===== src/hw/rtl/assert_macros.svh =====
// Assertion macros shared by the RTL of the MIDI tone controller.
// Expects clk and rst_n to be visible where a macro is used.
`ifndef ASSERT_MACROS_SVH
`define ASSERT_MACROS_SVH

// Same-cycle implication, checked while out of reset
`define ASSERT_IMPLY(lbl, ante, cons, msg) \
    lbl: assert property (@(posedge clk) disable iff (!rst_n) (ante) |-> (cons)) \
        else $error(msg);

// Next-cycle implication, checked while out of reset
`define ASSERT_NEXT(lbl, ante, cons, msg) \
    lbl: assert property (@(posedge clk) disable iff (!rst_n) (ante) |=> (cons)) \
        else $error(msg);

`endif


===== src/hw/rtl/mntc_pkg.sv =====
// Package for the MIDI note to tone controller: status codes, note range
// constants and the note period ROM. No dependencies.
package mntc_pkg;

    localparam int NOTE_W    = 8;
    localparam int PERIOD_W  = 16;
    localparam int COMPARE_W = 15;
    localparam int SLOT_W    = 6;

    localparam logic [NOTE_W-1:0] NOTE_NONE  = 8'd255;
    localparam logic [NOTE_W-1:0] NOTE_LOW   = 8'd36;
    localparam logic [NOTE_W-1:0] NOTE_HIGH  = 8'd72;

    // Status codes: upper nibble for channel messages, full byte for reset
    localparam logic [3:0] KIND_NOTE_ON  = 4'h9;
    localparam logic [3:0] KIND_NOTE_OFF = 4'h8;
    localparam logic [7:0] STATUS_SYSTEM_RESET = 8'hFF;

    // Period count for each note from the lowest table note upward
    function automatic logic [PERIOD_W-1:0] tone_period(input logic [SLOT_W-1:0] slot);
        logic [PERIOD_W-1:0] p;
        unique case (slot)
            6'd0:  p = 16'd45865;
            6'd1:  p = 16'd43290;
            6'd2:  p = 16'd40590;
            6'd3:  p = 16'd38570;
            6'd4:  p = 16'd36403;
            6'd5:  p = 16'd34360;
            6'd6:  p = 16'd32432;
            6'd7:  p = 16'd30612;
            6'd8:  p = 16'd28902;
            6'd9:  p = 16'd27273;
            6'd10: p = 16'd25742;
            6'd11: p = 16'd24295;
            6'd12: p = 16'd22932;
            6'd13: p = 16'd21647;
            6'd14: p = 16'd20294;
            6'd15: p = 16'd19285;
            6'd16: p = 16'd18203;
            6'd17: p = 16'd17180;
            6'd18: p = 16'd16216;
            6'd19: p = 16'd15306;
            6'd20: p = 16'd14493;
            6'd21: p = 16'd13636;
            6'd22: p = 16'd12871;
            6'd23: p = 16'd12148;
            6'd24: p = 16'd11467;
            6'd25: p = 16'd10823;
            6'd26: p = 16'd10216;
            6'd27: p = 16'd9642;
            6'd28: p = 16'd9101;
            6'd29: p = 16'd8590;
            6'd30: p = 16'd8108;
            6'd31: p = 16'd7653;
            6'd32: p = 16'd7224;
            6'd33: p = 16'd6818;
            6'd34: p = 16'd6436;
            6'd35: p = 16'd6074;
            default: p = '0;
        endcase
        return p;
    endfunction

endpackage


===== src/hw/rtl/mntc_ifs.sv =====
// Valid/ready channel interfaces for the MIDI tone controller: the MIDI
// message word in and the tone state word out. Depends on mntc_pkg.
interface mntc_midi_if
    import mntc_pkg::*;
();
    logic              valid;
    logic              ready;
    logic [7:0]        status_byte;
    logic [NOTE_W-1:0] key_number;
    logic [7:0]        velocity;

    modport source (output valid, output status_byte, output key_number,
                    output velocity, input ready);
    modport sink   (input valid, input status_byte, input key_number,
                    input velocity, output ready);
endinterface

interface mntc_tone_if
    import mntc_pkg::*;
();
    logic                 valid;
    logic                 ready;
    logic                 tone_on;
    logic [PERIOD_W-1:0]  period;
    logic [COMPARE_W-1:0] compare;
    logic [NOTE_W-1:0]    current_note;

    modport source (output valid, output tone_on, output period, output compare,
                    output current_note, input ready);
    modport sink   (input valid, input tone_on, input period, input compare,
                    input current_note, output ready);
endinterface


===== src/hw/rtl/midi_note_tone_controller_top.sv =====
// Top level of the monophonic MIDI note to PWM tone controller.
// Depends on mntc_pkg, mntc_ifs.sv and assert_macros.svh.
//
//   channel    dir   word
//   midi_in    in    status_byte, key_number, velocity
//   tone_out   out   tone_on, period, compare, current_note
//
// One message per cycle unless the output stalls: decode, ROM lookup and the state update sit
// between the input handshake and the output register, so every accepted
// word yields its tone word on the next cycle. Reset leaves no note held
// and the tone stopped with zero period and compare. A stalled output word
// holds in its register; a new message is taken whenever that register is
// empty or is being drained in the same cycle.
`include "assert_macros.svh"

module midi_note_tone_controller_top
    import mntc_pkg::*;
(
    input  logic         clk,
    input  logic         rst_n,
    mntc_midi_if.sink    midi_in,
    mntc_tone_if.source  tone_out
);

    // Held tone state
    logic [NOTE_W-1:0]    held_note_reg, held_note_next;
    logic                 running_reg, running_next;
    logic [PERIOD_W-1:0]  period_reg, period_next;
    logic [COMPARE_W-1:0] compare_reg, compare_next;

    // Output word register
    logic                 out_valid_reg;
    logic                 out_tone_on_reg;
    logic [PERIOD_W-1:0]  out_period_reg;
    logic [COMPARE_W-1:0] out_compare_reg;
    logic [NOTE_W-1:0]    out_note_reg;

    logic                 in_accept;
    logic [3:0]           kind;
    logic                 note_on;
    logic                 silence;
    logic                 touched;
    logic                 in_table;
    logic [NOTE_W-1:0]    slot_full;
    logic [PERIOD_W-1:0]  rom_period;

    // Take a word when the output register is free or drains now
    assign midi_in.ready = !out_valid_reg || tone_out.ready;
    assign in_accept     = midi_in.valid && midi_in.ready;

    // Decode the status byte, ignoring the channel nibble except for system reset
    assign kind    = midi_in.status_byte[7:4];
    assign note_on = (kind == KIND_NOTE_ON);
    assign silence = (kind == KIND_NOTE_OFF) || (midi_in.status_byte == STATUS_SYSTEM_RESET);

    // Work out the held note after this word
    always_comb
    begin
        held_note_next = held_note_reg;
        touched        = 1'b0;
        priority if (note_on && (midi_in.velocity != 8'd0))
        begin
            held_note_next = midi_in.key_number;
            touched        = 1'b1;
        end
        else if (note_on && (midi_in.key_number == held_note_reg))
        begin
            held_note_next = NOTE_NONE;
            touched        = 1'b1;
        end
        else if (silence)
        begin
            held_note_next = NOTE_NONE;
            touched        = 1'b1;
        end
        else
        begin
            // Keep the held note for any other word
            held_note_next = held_note_reg;
            touched        = 1'b0;
        end
    end

    // Look up the period of the new note
    assign in_table   = (held_note_next >= NOTE_LOW) && (held_note_next < NOTE_HIGH);
    assign slot_full  = held_note_next - NOTE_LOW;
    assign rom_period = tone_period(slot_full[SLOT_W-1:0]);

    // Update the tone generator settings
    always_comb
    begin
        running_next = running_reg;
        period_next  = period_reg;
        compare_next = compare_reg;
        if (touched && (held_note_next == NOTE_NONE))
        begin
            running_next = 1'b0;
        end
        if (touched && in_table)
        begin
            period_next  = rom_period;
            compare_next = rom_period[PERIOD_W-1:1];
            running_next = 1'b1;
        end
    end

    // Advance state and load the output word
    always_ff @(posedge clk or negedge rst_n)
    begin
        if (!rst_n)
        begin
            held_note_reg <= NOTE_NONE;
            running_reg   <= 1'b0;
            period_reg    <= '0;
            compare_reg   <= '0;
            out_valid_reg <= 1'b0;
        end
        else
        begin
            if (in_accept)
            begin
                held_note_reg <= held_note_next;
                running_reg   <= running_next;
                period_reg    <= period_next;
                compare_reg   <= compare_next;
                out_valid_reg <= 1'b1;
            end
            else if (tone_out.ready)
            begin
                out_valid_reg <= 1'b0;
            end
        end
    end

    // Output payload, loaded on accept only
    always_ff @(posedge clk)
    begin
        if (in_accept)
        begin
            out_tone_on_reg <= running_next;
            out_period_reg  <= period_next;
            out_compare_reg <= compare_next;
            out_note_reg    <= held_note_next;
        end
    end

    assign tone_out.valid        = out_valid_reg;
    assign tone_out.tone_on      = out_tone_on_reg;
    assign tone_out.period       = out_period_reg;
    assign tone_out.compare      = out_compare_reg;
    assign tone_out.current_note = out_note_reg;

    // Checks
    `ASSERT_IMPLY(a_cmp_half, running_reg, compare_reg == period_reg[PERIOD_W-1:1],
        "compare is not half the period")
    `ASSERT_IMPLY(a_table_runs, (held_note_reg >= NOTE_LOW) && (held_note_reg < NOTE_HIGH),
        running_reg, "table note held but tone stopped")
    `ASSERT_NEXT(a_off_silent, in_accept && silence,
        out_valid_reg && (out_note_reg == NOTE_NONE) && !out_tone_on_reg,
        "note off did not silence")

endmodule

===== src/flat_wrapper.sv =====
// flat-port wrapper written by rule: the top's interface ports become plain ports
module midi_note_tone_controller_top_flat import mntc_pkg::*;
  (clk, rst_n, midi_in_valid, midi_in_status_byte, midi_in_key_number, midi_in_velocity, midi_in_ready, tone_out_valid, tone_out_tone_on, tone_out_period, tone_out_compare, tone_out_current_note, tone_out_ready);
  mntc_midi_if midi_in_i ();
  mntc_tone_if tone_out_i ();
  input  logic clk;
  input  logic rst_n;
  input wire logic [$bits(midi_in_i.valid)-1:0] midi_in_valid;
  input wire logic [$bits(midi_in_i.status_byte)-1:0] midi_in_status_byte;
  input wire logic [$bits(midi_in_i.key_number)-1:0] midi_in_key_number;
  input wire logic [$bits(midi_in_i.velocity)-1:0] midi_in_velocity;
  output wire logic [$bits(midi_in_i.ready)-1:0] midi_in_ready;
  output wire logic [$bits(tone_out_i.valid)-1:0] tone_out_valid;
  output wire logic [$bits(tone_out_i.tone_on)-1:0] tone_out_tone_on;
  output wire logic [$bits(tone_out_i.period)-1:0] tone_out_period;
  output wire logic [$bits(tone_out_i.compare)-1:0] tone_out_compare;
  output wire logic [$bits(tone_out_i.current_note)-1:0] tone_out_current_note;
  input wire logic [$bits(tone_out_i.ready)-1:0] tone_out_ready;
  assign midi_in_i.valid = midi_in_valid;
  assign midi_in_i.status_byte = midi_in_status_byte;
  assign midi_in_i.key_number = midi_in_key_number;
  assign midi_in_i.velocity = midi_in_velocity;
  assign midi_in_ready = midi_in_i.ready;
  assign tone_out_valid = tone_out_i.valid;
  assign tone_out_tone_on = tone_out_i.tone_on;
  assign tone_out_period = tone_out_i.period;
  assign tone_out_compare = tone_out_i.compare;
  assign tone_out_current_note = tone_out_i.current_note;
  assign tone_out_i.ready = tone_out_ready;
  midi_note_tone_controller_top u_core (.clk(clk), .rst_n(rst_n), .midi_in(midi_in_i), .tone_out(tone_out_i));
endmodule

===== config.mk =====
export PLATFORM = sky130hd
export DESIGN_NAME = midi_note_tone_controller_top_flat
export DESIGN_NICKNAME = d
export VERILOG_FILES = /design/src/hw/rtl/mntc_pkg.sv /design/src/hw/rtl/mntc_ifs.sv /design/src/hw/rtl/midi_note_tone_controller_top.sv /design/src/flat_wrapper.sv
export VERILOG_INCLUDE_DIRS = /design/src /design/src/hw/rtl
export SDC_FILE = /design/constraint.sdc
export NUM_CORES = 1
export LEC_CHECK = 0
export ABC_AREA = 1
export BUFFER_PORTS_ARGS = -buffer_cell sky130_fd_sc_hd__clkbuf_2
export CAP_MARGIN = 20
export CORE_MARGIN = 2
export CORE_UTILIZATION = 52
export DETAILED_ROUTE_END_ITERATION = 10
export GPL_ROUTABILITY_DRIVEN = 1
export PLACE_DENSITY = 0.78
export SYNTH_ARGS = -nofsm -noshare
export SYNTH_HDL_FRONTEND = slang
export SYNTH_SLANG_ARGS = --single-unit

===== constraint.sdc =====
create_clock -name clk -period 3.2 [get_ports clk]
set_clock_uncertainty 0.2 [all_clocks]
set_input_delay 0.48 -clock clk [delete_from_list [all_inputs] [get_ports clk]]
set_output_delay 0.48 -clock clk [all_outputs]
set_load 0.02 [all_outputs]

==> impl_results.html <==
<table>
<tr><th>Metric</th><th>Value</th></tr>
<tr><th colspan="2">Critical path</th></tr>
<tr><td>Chain of cells forming the critical path</td><td>xnor2_1, nand2_1, nor2_4, nand3_4, nand3_4, nand2_4, buf_4, ha_1, nand3_1, nand2_4, a21oi_1, o21ai_0, nand2_1, nand2_1, nand3_1, nand2_1, nand2_1</td></tr>
<tr><td>Destination of the critical timing path</td><td>u_core.period_reg[12]</td></tr>
<tr><td>CP startpoint</td><td>u_core.held_note_reg[4]</td></tr>
<tr><td>Worst Reg-to-Reg Cells</td><td>17</td></tr>
<tr><td>Category of the worst setup path capture point</td><td>flip-flop</td></tr>
<tr><td>Count of buffer and inverter cells on the critical path</td><td>1</td></tr>
<tr><td>Flop2flop setup slack</td><td>0.20 ns</td></tr>
<tr><td>Arr. time, crit path</td><td>3.10 ns</td></tr>
<tr><td>CP top delay family</td><td>simple AND/OR/NAND/NOR gates</td></tr>
<tr><td>Worst r2r dst</td><td>u_core.period_reg[12]</td></tr>
<tr><td>Required time of the critical path</td><td>3.30 ns</td></tr>
<tr><td>Maximum fanout along the worst path</td><td>16</td></tr>
<tr><td>Number of gates on the worst path with buffers counted</td><td>17</td></tr>
<tr><td>Biggest cell delay along the critical path</td><td>approximately 0.56 ns</td></tr>
<tr><td>CP max-delay cell</td><td>sky130_fd_sc_hd__dfstp_2</td></tr>
<tr><td>Cell repeated most along the worst path</td><td>sky130_fd_sc_hd__nand2_1</td></tr>
<tr><td>Critical path startpoint category</td><td>flip-flop</td></tr>
<tr><td>Setup Crit Path Kind</td><td>flip-flop to flip-flop</td></tr>
<tr><td>Worst flop-to-flop path startpoint</td><td>u_core.held_note_reg[4]</td></tr>
<tr><th colspan="2">Power</th></tr>
<tr><td>Clock network fraction of design power</td><td>between 10% and 20%</td></tr>
<tr><td>Static Leak</td><td>between 2 and 3 nW</td></tr>
<tr><td>Register share of total power</td><td>a little over a third</td></tr>
<tr><td>Net switching power of the design</td><td>0.00166 W</td></tr>
<tr><td>Comb power frac</td><td>between 40 and 50%</td></tr>
<tr><td>Cell area power density</td><td>slightly above 700 nW/µm²</td></tr>
<tr><td>Maximum VDD drop</td><td>approximately 0.27 mV</td></tr>
<tr><td>Cell-internal power</td><td>approximately 0.0024 W</td></tr>
<tr><td>Sw frac</td><td>41.1%</td></tr>
<tr><th colspan="2">GRT</th></tr>
<tr><td>Met1 Use GR</td><td>~34%</td></tr>
<tr><td>Antenna violations before repair</td><td>0</td></tr>
<tr><td>First-pass GRT wire length</td><td>19.2 mm</td></tr>
<tr><td>Aggregate global routing overflow</td><td>0</td></tr>
<tr><td>GR peak layer</td><td>met2</td></tr>
<tr><td>Maximum number of pins on one net before global-route repair</td><td>between 40 and 50</td></tr>
<tr><td>Overall track demand over capacity in global routing</td><td>24.7%</td></tr>
<tr><td>Met2 track utilization from global routing</td><td>between 40% and 50%</td></tr>
<tr><td>Met3 usage in global routing</td><td>between 3 and 4%</td></tr>
<tr><td>Number of global-route vias before repair</td><td>around 4000</td></tr>
<tr><th colspan="2">Route</th></tr>
<tr><td>Via count</td><td>4181</td></tr>
<tr><td>Final wirelength</td><td>~11 mm</td></tr>
<tr><td>Number of design rule violations left after detail routing</td><td>0</td></tr>
<tr><td>Routed length per instance</td><td>14.5 µm</td></tr>
<tr><td>Antenna-violating nets left</td><td>0</td></tr>
<tr><td>Initial DRT Pass Iterations</td><td>5</td></tr>
<tr><td>Number of design-rule violations left by the first detailed-router iteration</td><td>317</td></tr>
<tr><td>Number of vias per cell after detailed routing</td><td>5.30</td></tr>
<tr><th colspan="2">Finish</th></tr>
<tr><td>Layout overhead on the synthesized area</td><td>18.8%</td></tr>
<tr><td>Most common cell after layout, fill and taps aside</td><td>sky130_fd_sc_hd__nand2_1</td></tr>
<tr><td>Total number of nets in the final design</td><td>approximately 720</td></tr>
<tr><td>Utilization after layout</td><td>63.9%</td></tr>
<tr><td>Fillcell total</td><td>approximately 770</td></tr>
<tr><td>Share of cells above drive strength 1</td><td>25.4%</td></tr>
<tr><td>Commonest non-fill, non-tap cells in the layout</td><td>248 x sky130_fd_sc_hd__nand2_1, 69 x sky130_fd_sc_hd__clkbuf_2, 45 x sky130_fd_sc_hd__nand3_1</td></tr>
<tr><td>Fin area</td><td>about 5600 µm²</td></tr>
<tr><td>Ant diodes</td><td>0</td></tr>
<tr><td>Non-filler cells in the finished layout</td><td>slightly below 800</td></tr>
<tr><th colspan="2">Floorplan</th></tr>
<tr><td>IO Count</td><td>70</td></tr>
<tr><td>Site row count</td><td>34</td></tr>
<tr><td>Die area</td><td>9790 µm²</td></tr>
<tr><td>Die height</td><td>just under 100 µm</td></tr>
<tr><td>DIE WIDTH</td><td>99.0 µm</td></tr>
<tr><td>Placeable core region</td><td>just under 9000 µm²</td></tr>
<tr><td>Effective utilization at floorplan</td><td>a little over half</td></tr>
<tr><th colspan="2">Placed design</th></tr>
<tr><td>Post-placement worst setup slack</td><td>-0.0335 ns</td></tr>
<tr><td>Buffers added on ports</td><td>between 60 and 70</td></tr>
<tr><td>Dpl cell area</td><td>between 5000 and 6000 µm²</td></tr>
<tr><td>Global placement routability congestion</td><td>between 0.9 and 1</td></tr>
<tr><td>Number of placed instances with taps included</td><td>767</td></tr>
<tr><td>Detailed placer's ending HPWL</td><td>8.34 mm</td></tr>
<tr><th colspan="2">Yosys</th></tr>
<tr><td>Number of flops mapped to enable cells by yosys</td><td>40</td></tr>
<tr><td>Yosys warnings</td><td>0</td></tr>
<tr><td>Post-synthesis sequential area ratio</td><td>a little under half</td></tr>
<tr><td>Netlist cell types</td><td>39</td></tr>
<tr><td>Synthesized cell area</td><td>approximately 4700 µm²</td></tr>
<tr><td>Syn_nets</td><td>631</td></tr>
<tr><td>Synth Flop Type</td><td>sky130_fd_sc_hd__edfxtp_1</td></tr>
<tr><td>Post-synthesis area per instance</td><td>roughly 8.0 µm²</td></tr>
<tr><td>Ys async rst share</td><td>between 50% and 60%</td></tr>
<tr><td>Cell count after synthesis</td><td>a little under 600</td></tr>
<tr><td>Synthesized flop and latch total</td><td>between 80 and 90</td></tr>
<tr><th colspan="2">Timing</th></tr>
<tr><td>Pins Over Slew Limit</td><td>0</td></tr>
<tr><td>Number of setup violations in the final report</td><td>0</td></tr>
<tr><td>Worst hold-check slack</td><td>0.219 ns</td></tr>
<tr><td>Post-route worst setup slack</td><td>slightly above 0.2 ns</td></tr>
<tr><td>Final critical delay including setup and external delays</td><td>~3 ns</td></tr>
<tr><td>Maximum clock rate</td><td>between 0.3 and 0.4 GHz</td></tr>
<tr><td>Headroom to the max-slew limit</td><td>between 60% and 70%</td></tr>
<tr><td>Hold violation total from the final report</td><td>0</td></tr>
<tr><td>Final worst path period share</td><td>roughly 94%</td></tr>
<tr><td>RSZ-0062 raised after global routing</td><td>no</td></tr>
<tr><td>Worst-Margin Slew</td><td>between 0.5 and 0.6 ns</td></tr>
<tr><th colspan="2">Run</th></tr>
<tr><td>Max-cap violations</td><td>0</td></tr>
<tr><th colspan="2">Hold path</th></tr>
<tr><td>Hold WC Path Type</td><td>input port to flip-flop</td></tr>
<tr><td>Hold_sp</td><td>tone_out_ready</td></tr>
<tr><th colspan="2">Clock network</th></tr>
<tr><td>Total CTS buffers</td><td>9</td></tr>
<tr><td>Longest Clk Path Bufs</td><td>2</td></tr>
<tr><td>Htree depth</td><td>3</td></tr>
<tr><td>Clock latency at the later pin of the worst-skew pair</td><td>0.36 ns</td></tr>
<tr><td>CTS clk-pin slew, worst paths</td><td>around 0.090 ns</td></tr>
<tr><td>Clk sinks</td><td>81</td></tr>
<tr><td>CTS tree</td><td>built</td></tr>
<tr><td>Clock Tree Root</td><td>sky130_fd_sc_hd__clkbuf_8</td></tr>
<tr><th colspan="2">Outcome</th></tr>
<tr><td>Outcome</td><td>finished clean</td></tr>
</table>
-- kinds of logic (layout without fill, tap and decap cells) --
kind of cell / count (synthesis) / after routing / share of synthesized area, %
AND/OR/NAND/NOR: 384 / 384 / 36.0
buffers and inverters: 60 / 152 / 6.19
adder cells (fa/ha/maj): 14 / 14 / 3.74
AO/OA/AOI/OAI: 46 / 46 / 5.60
flip-flops: 81 / 81 / 47.7
XOR/XNOR: 4 / 4 / 0.747
-- metrics by stage --
step	setup TNS [ns]	total power (W)
finish	0	0.00403
global route	0	0.00433
CTS	0	0.00395
detailed placement	-0.0853	0.00315
global placement	0	0.00314
floorplan	0	0.00268
-- Yosys cell counts, types with 3 or more instances --
library cell	number	area share (%)
sky130_fd_sc_hd__a21oi_1	5	0.53
sky130_fd_sc_hd__a31oi_1	5	0.67
sky130_fd_sc_hd__buf_2	4	0.43
sky130_fd_sc_hd__buf_4	3	0.48
sky130_fd_sc_hd__buf_6	4	0.96
sky130_fd_sc_hd__clkbuf_1	8	0.64
sky130_fd_sc_hd__clkinv_1	3	0.24
sky130_fd_sc_hd__dfrtp_1	33	18
sky130_fd_sc_hd__dfstp_2	8	4.5
sky130_fd_sc_hd__edfxtp_1	40	26
sky130_fd_sc_hd__ha_1	14	3.7
sky130_fd_sc_hd__inv_1	33	2.6
sky130_fd_sc_hd__nand2_1	248	20
sky130_fd_sc_hd__nand2_2	15	2.0
sky130_fd_sc_hd__nand2_4	5	1.2
sky130_fd_sc_hd__nand3_1	46	4.9
sky130_fd_sc_hd__nand3_2	9	1.9
sky130_fd_sc_hd__nor2_1	48	3.8
sky130_fd_sc_hd__o21ai_0	24	2.6
sky130_fd_sc_hd__o21ai_1	5	0.53
sky130_fd_sc_hd__o21ai_2	3	0.56
sky130_fd_sc_hd__xnor2_1	4	0.75
-- power by group through the flow --
stage | combinational (W) | sequential (W) | clock [W]
after detailed placement | 0.00168 | 0.00147 | 0
final | 0.00180 | 0.00145 | 0.000790
after global placement | 0.00168 | 0.00146 | 0
after global routing | 0.00201 | 0.00147 | 0.000855
after CTS | 0.00169 | 0.00145 | 0.000811
after floorplan | 0.00114 | 0.00154 | 0
-- worst register-to-register path, delay by kind of cell (launching register included) --
family / cells / cell delay [ns]
AND/OR/NAND/NOR: 12 / 1.31
flip-flops: 1 / 0.56
AO/OA/AOI/OAI: 2 / 0.41
adder cells (fa/ha/maj): 1 / 0.21
buffers and inverters: 1 / 0.15
XOR/XNOR: 1 / 0.11
-- cell type report --
cell class | count | area [µm²] | share of cell area, %
flip-flops and latches | 81 | 2240 | 40.2
multi-input cells | 448 | 2210 | 39.7
repair buffers | 97 | 616 | 11.1
inverters | 39 | 159 | 2.85
clock buffers | 10 | 138 | 2.47
well taps | 108 | 135 | 2.43
clock inverters | 6 | 72.6 | 1.30
-- metal layers --
layer | share of wire [%] | wire [µm] | up-vias
met5 | 0 | 0 | -
met1 | 44 | 5070 | 1989
met2 | 49 | 5640 | 108
met3 | 4.5 | 515 | 19
met4 | 1.7 | 195 | 0
li1 | - | - | 2065
-- how the worst min path moves through the flow --
stage	slack, ns	cells past startpoint	end
finish	0.22	4	u_core.tone_out.valid
global route	0.24	4	u_core.tone_out.valid
CTS	0.13	1	u_core.compare_reg[7]
detailed placement	0.27	2	u_core.period_reg[12]
global placement	0.26	2	u_core.compare_reg[4]
floorplan	-0.02	0	u_core.compare_reg[0]
-- what timing repair did --
item	4_1_cts	5_1_grt
setup endpoints to repair	0	62
setup buffers	0	4
resized for setup	0	14
hold endpoints to repair	0	13
hold buffers	0	1
Power figures use the tool's default switching activity.
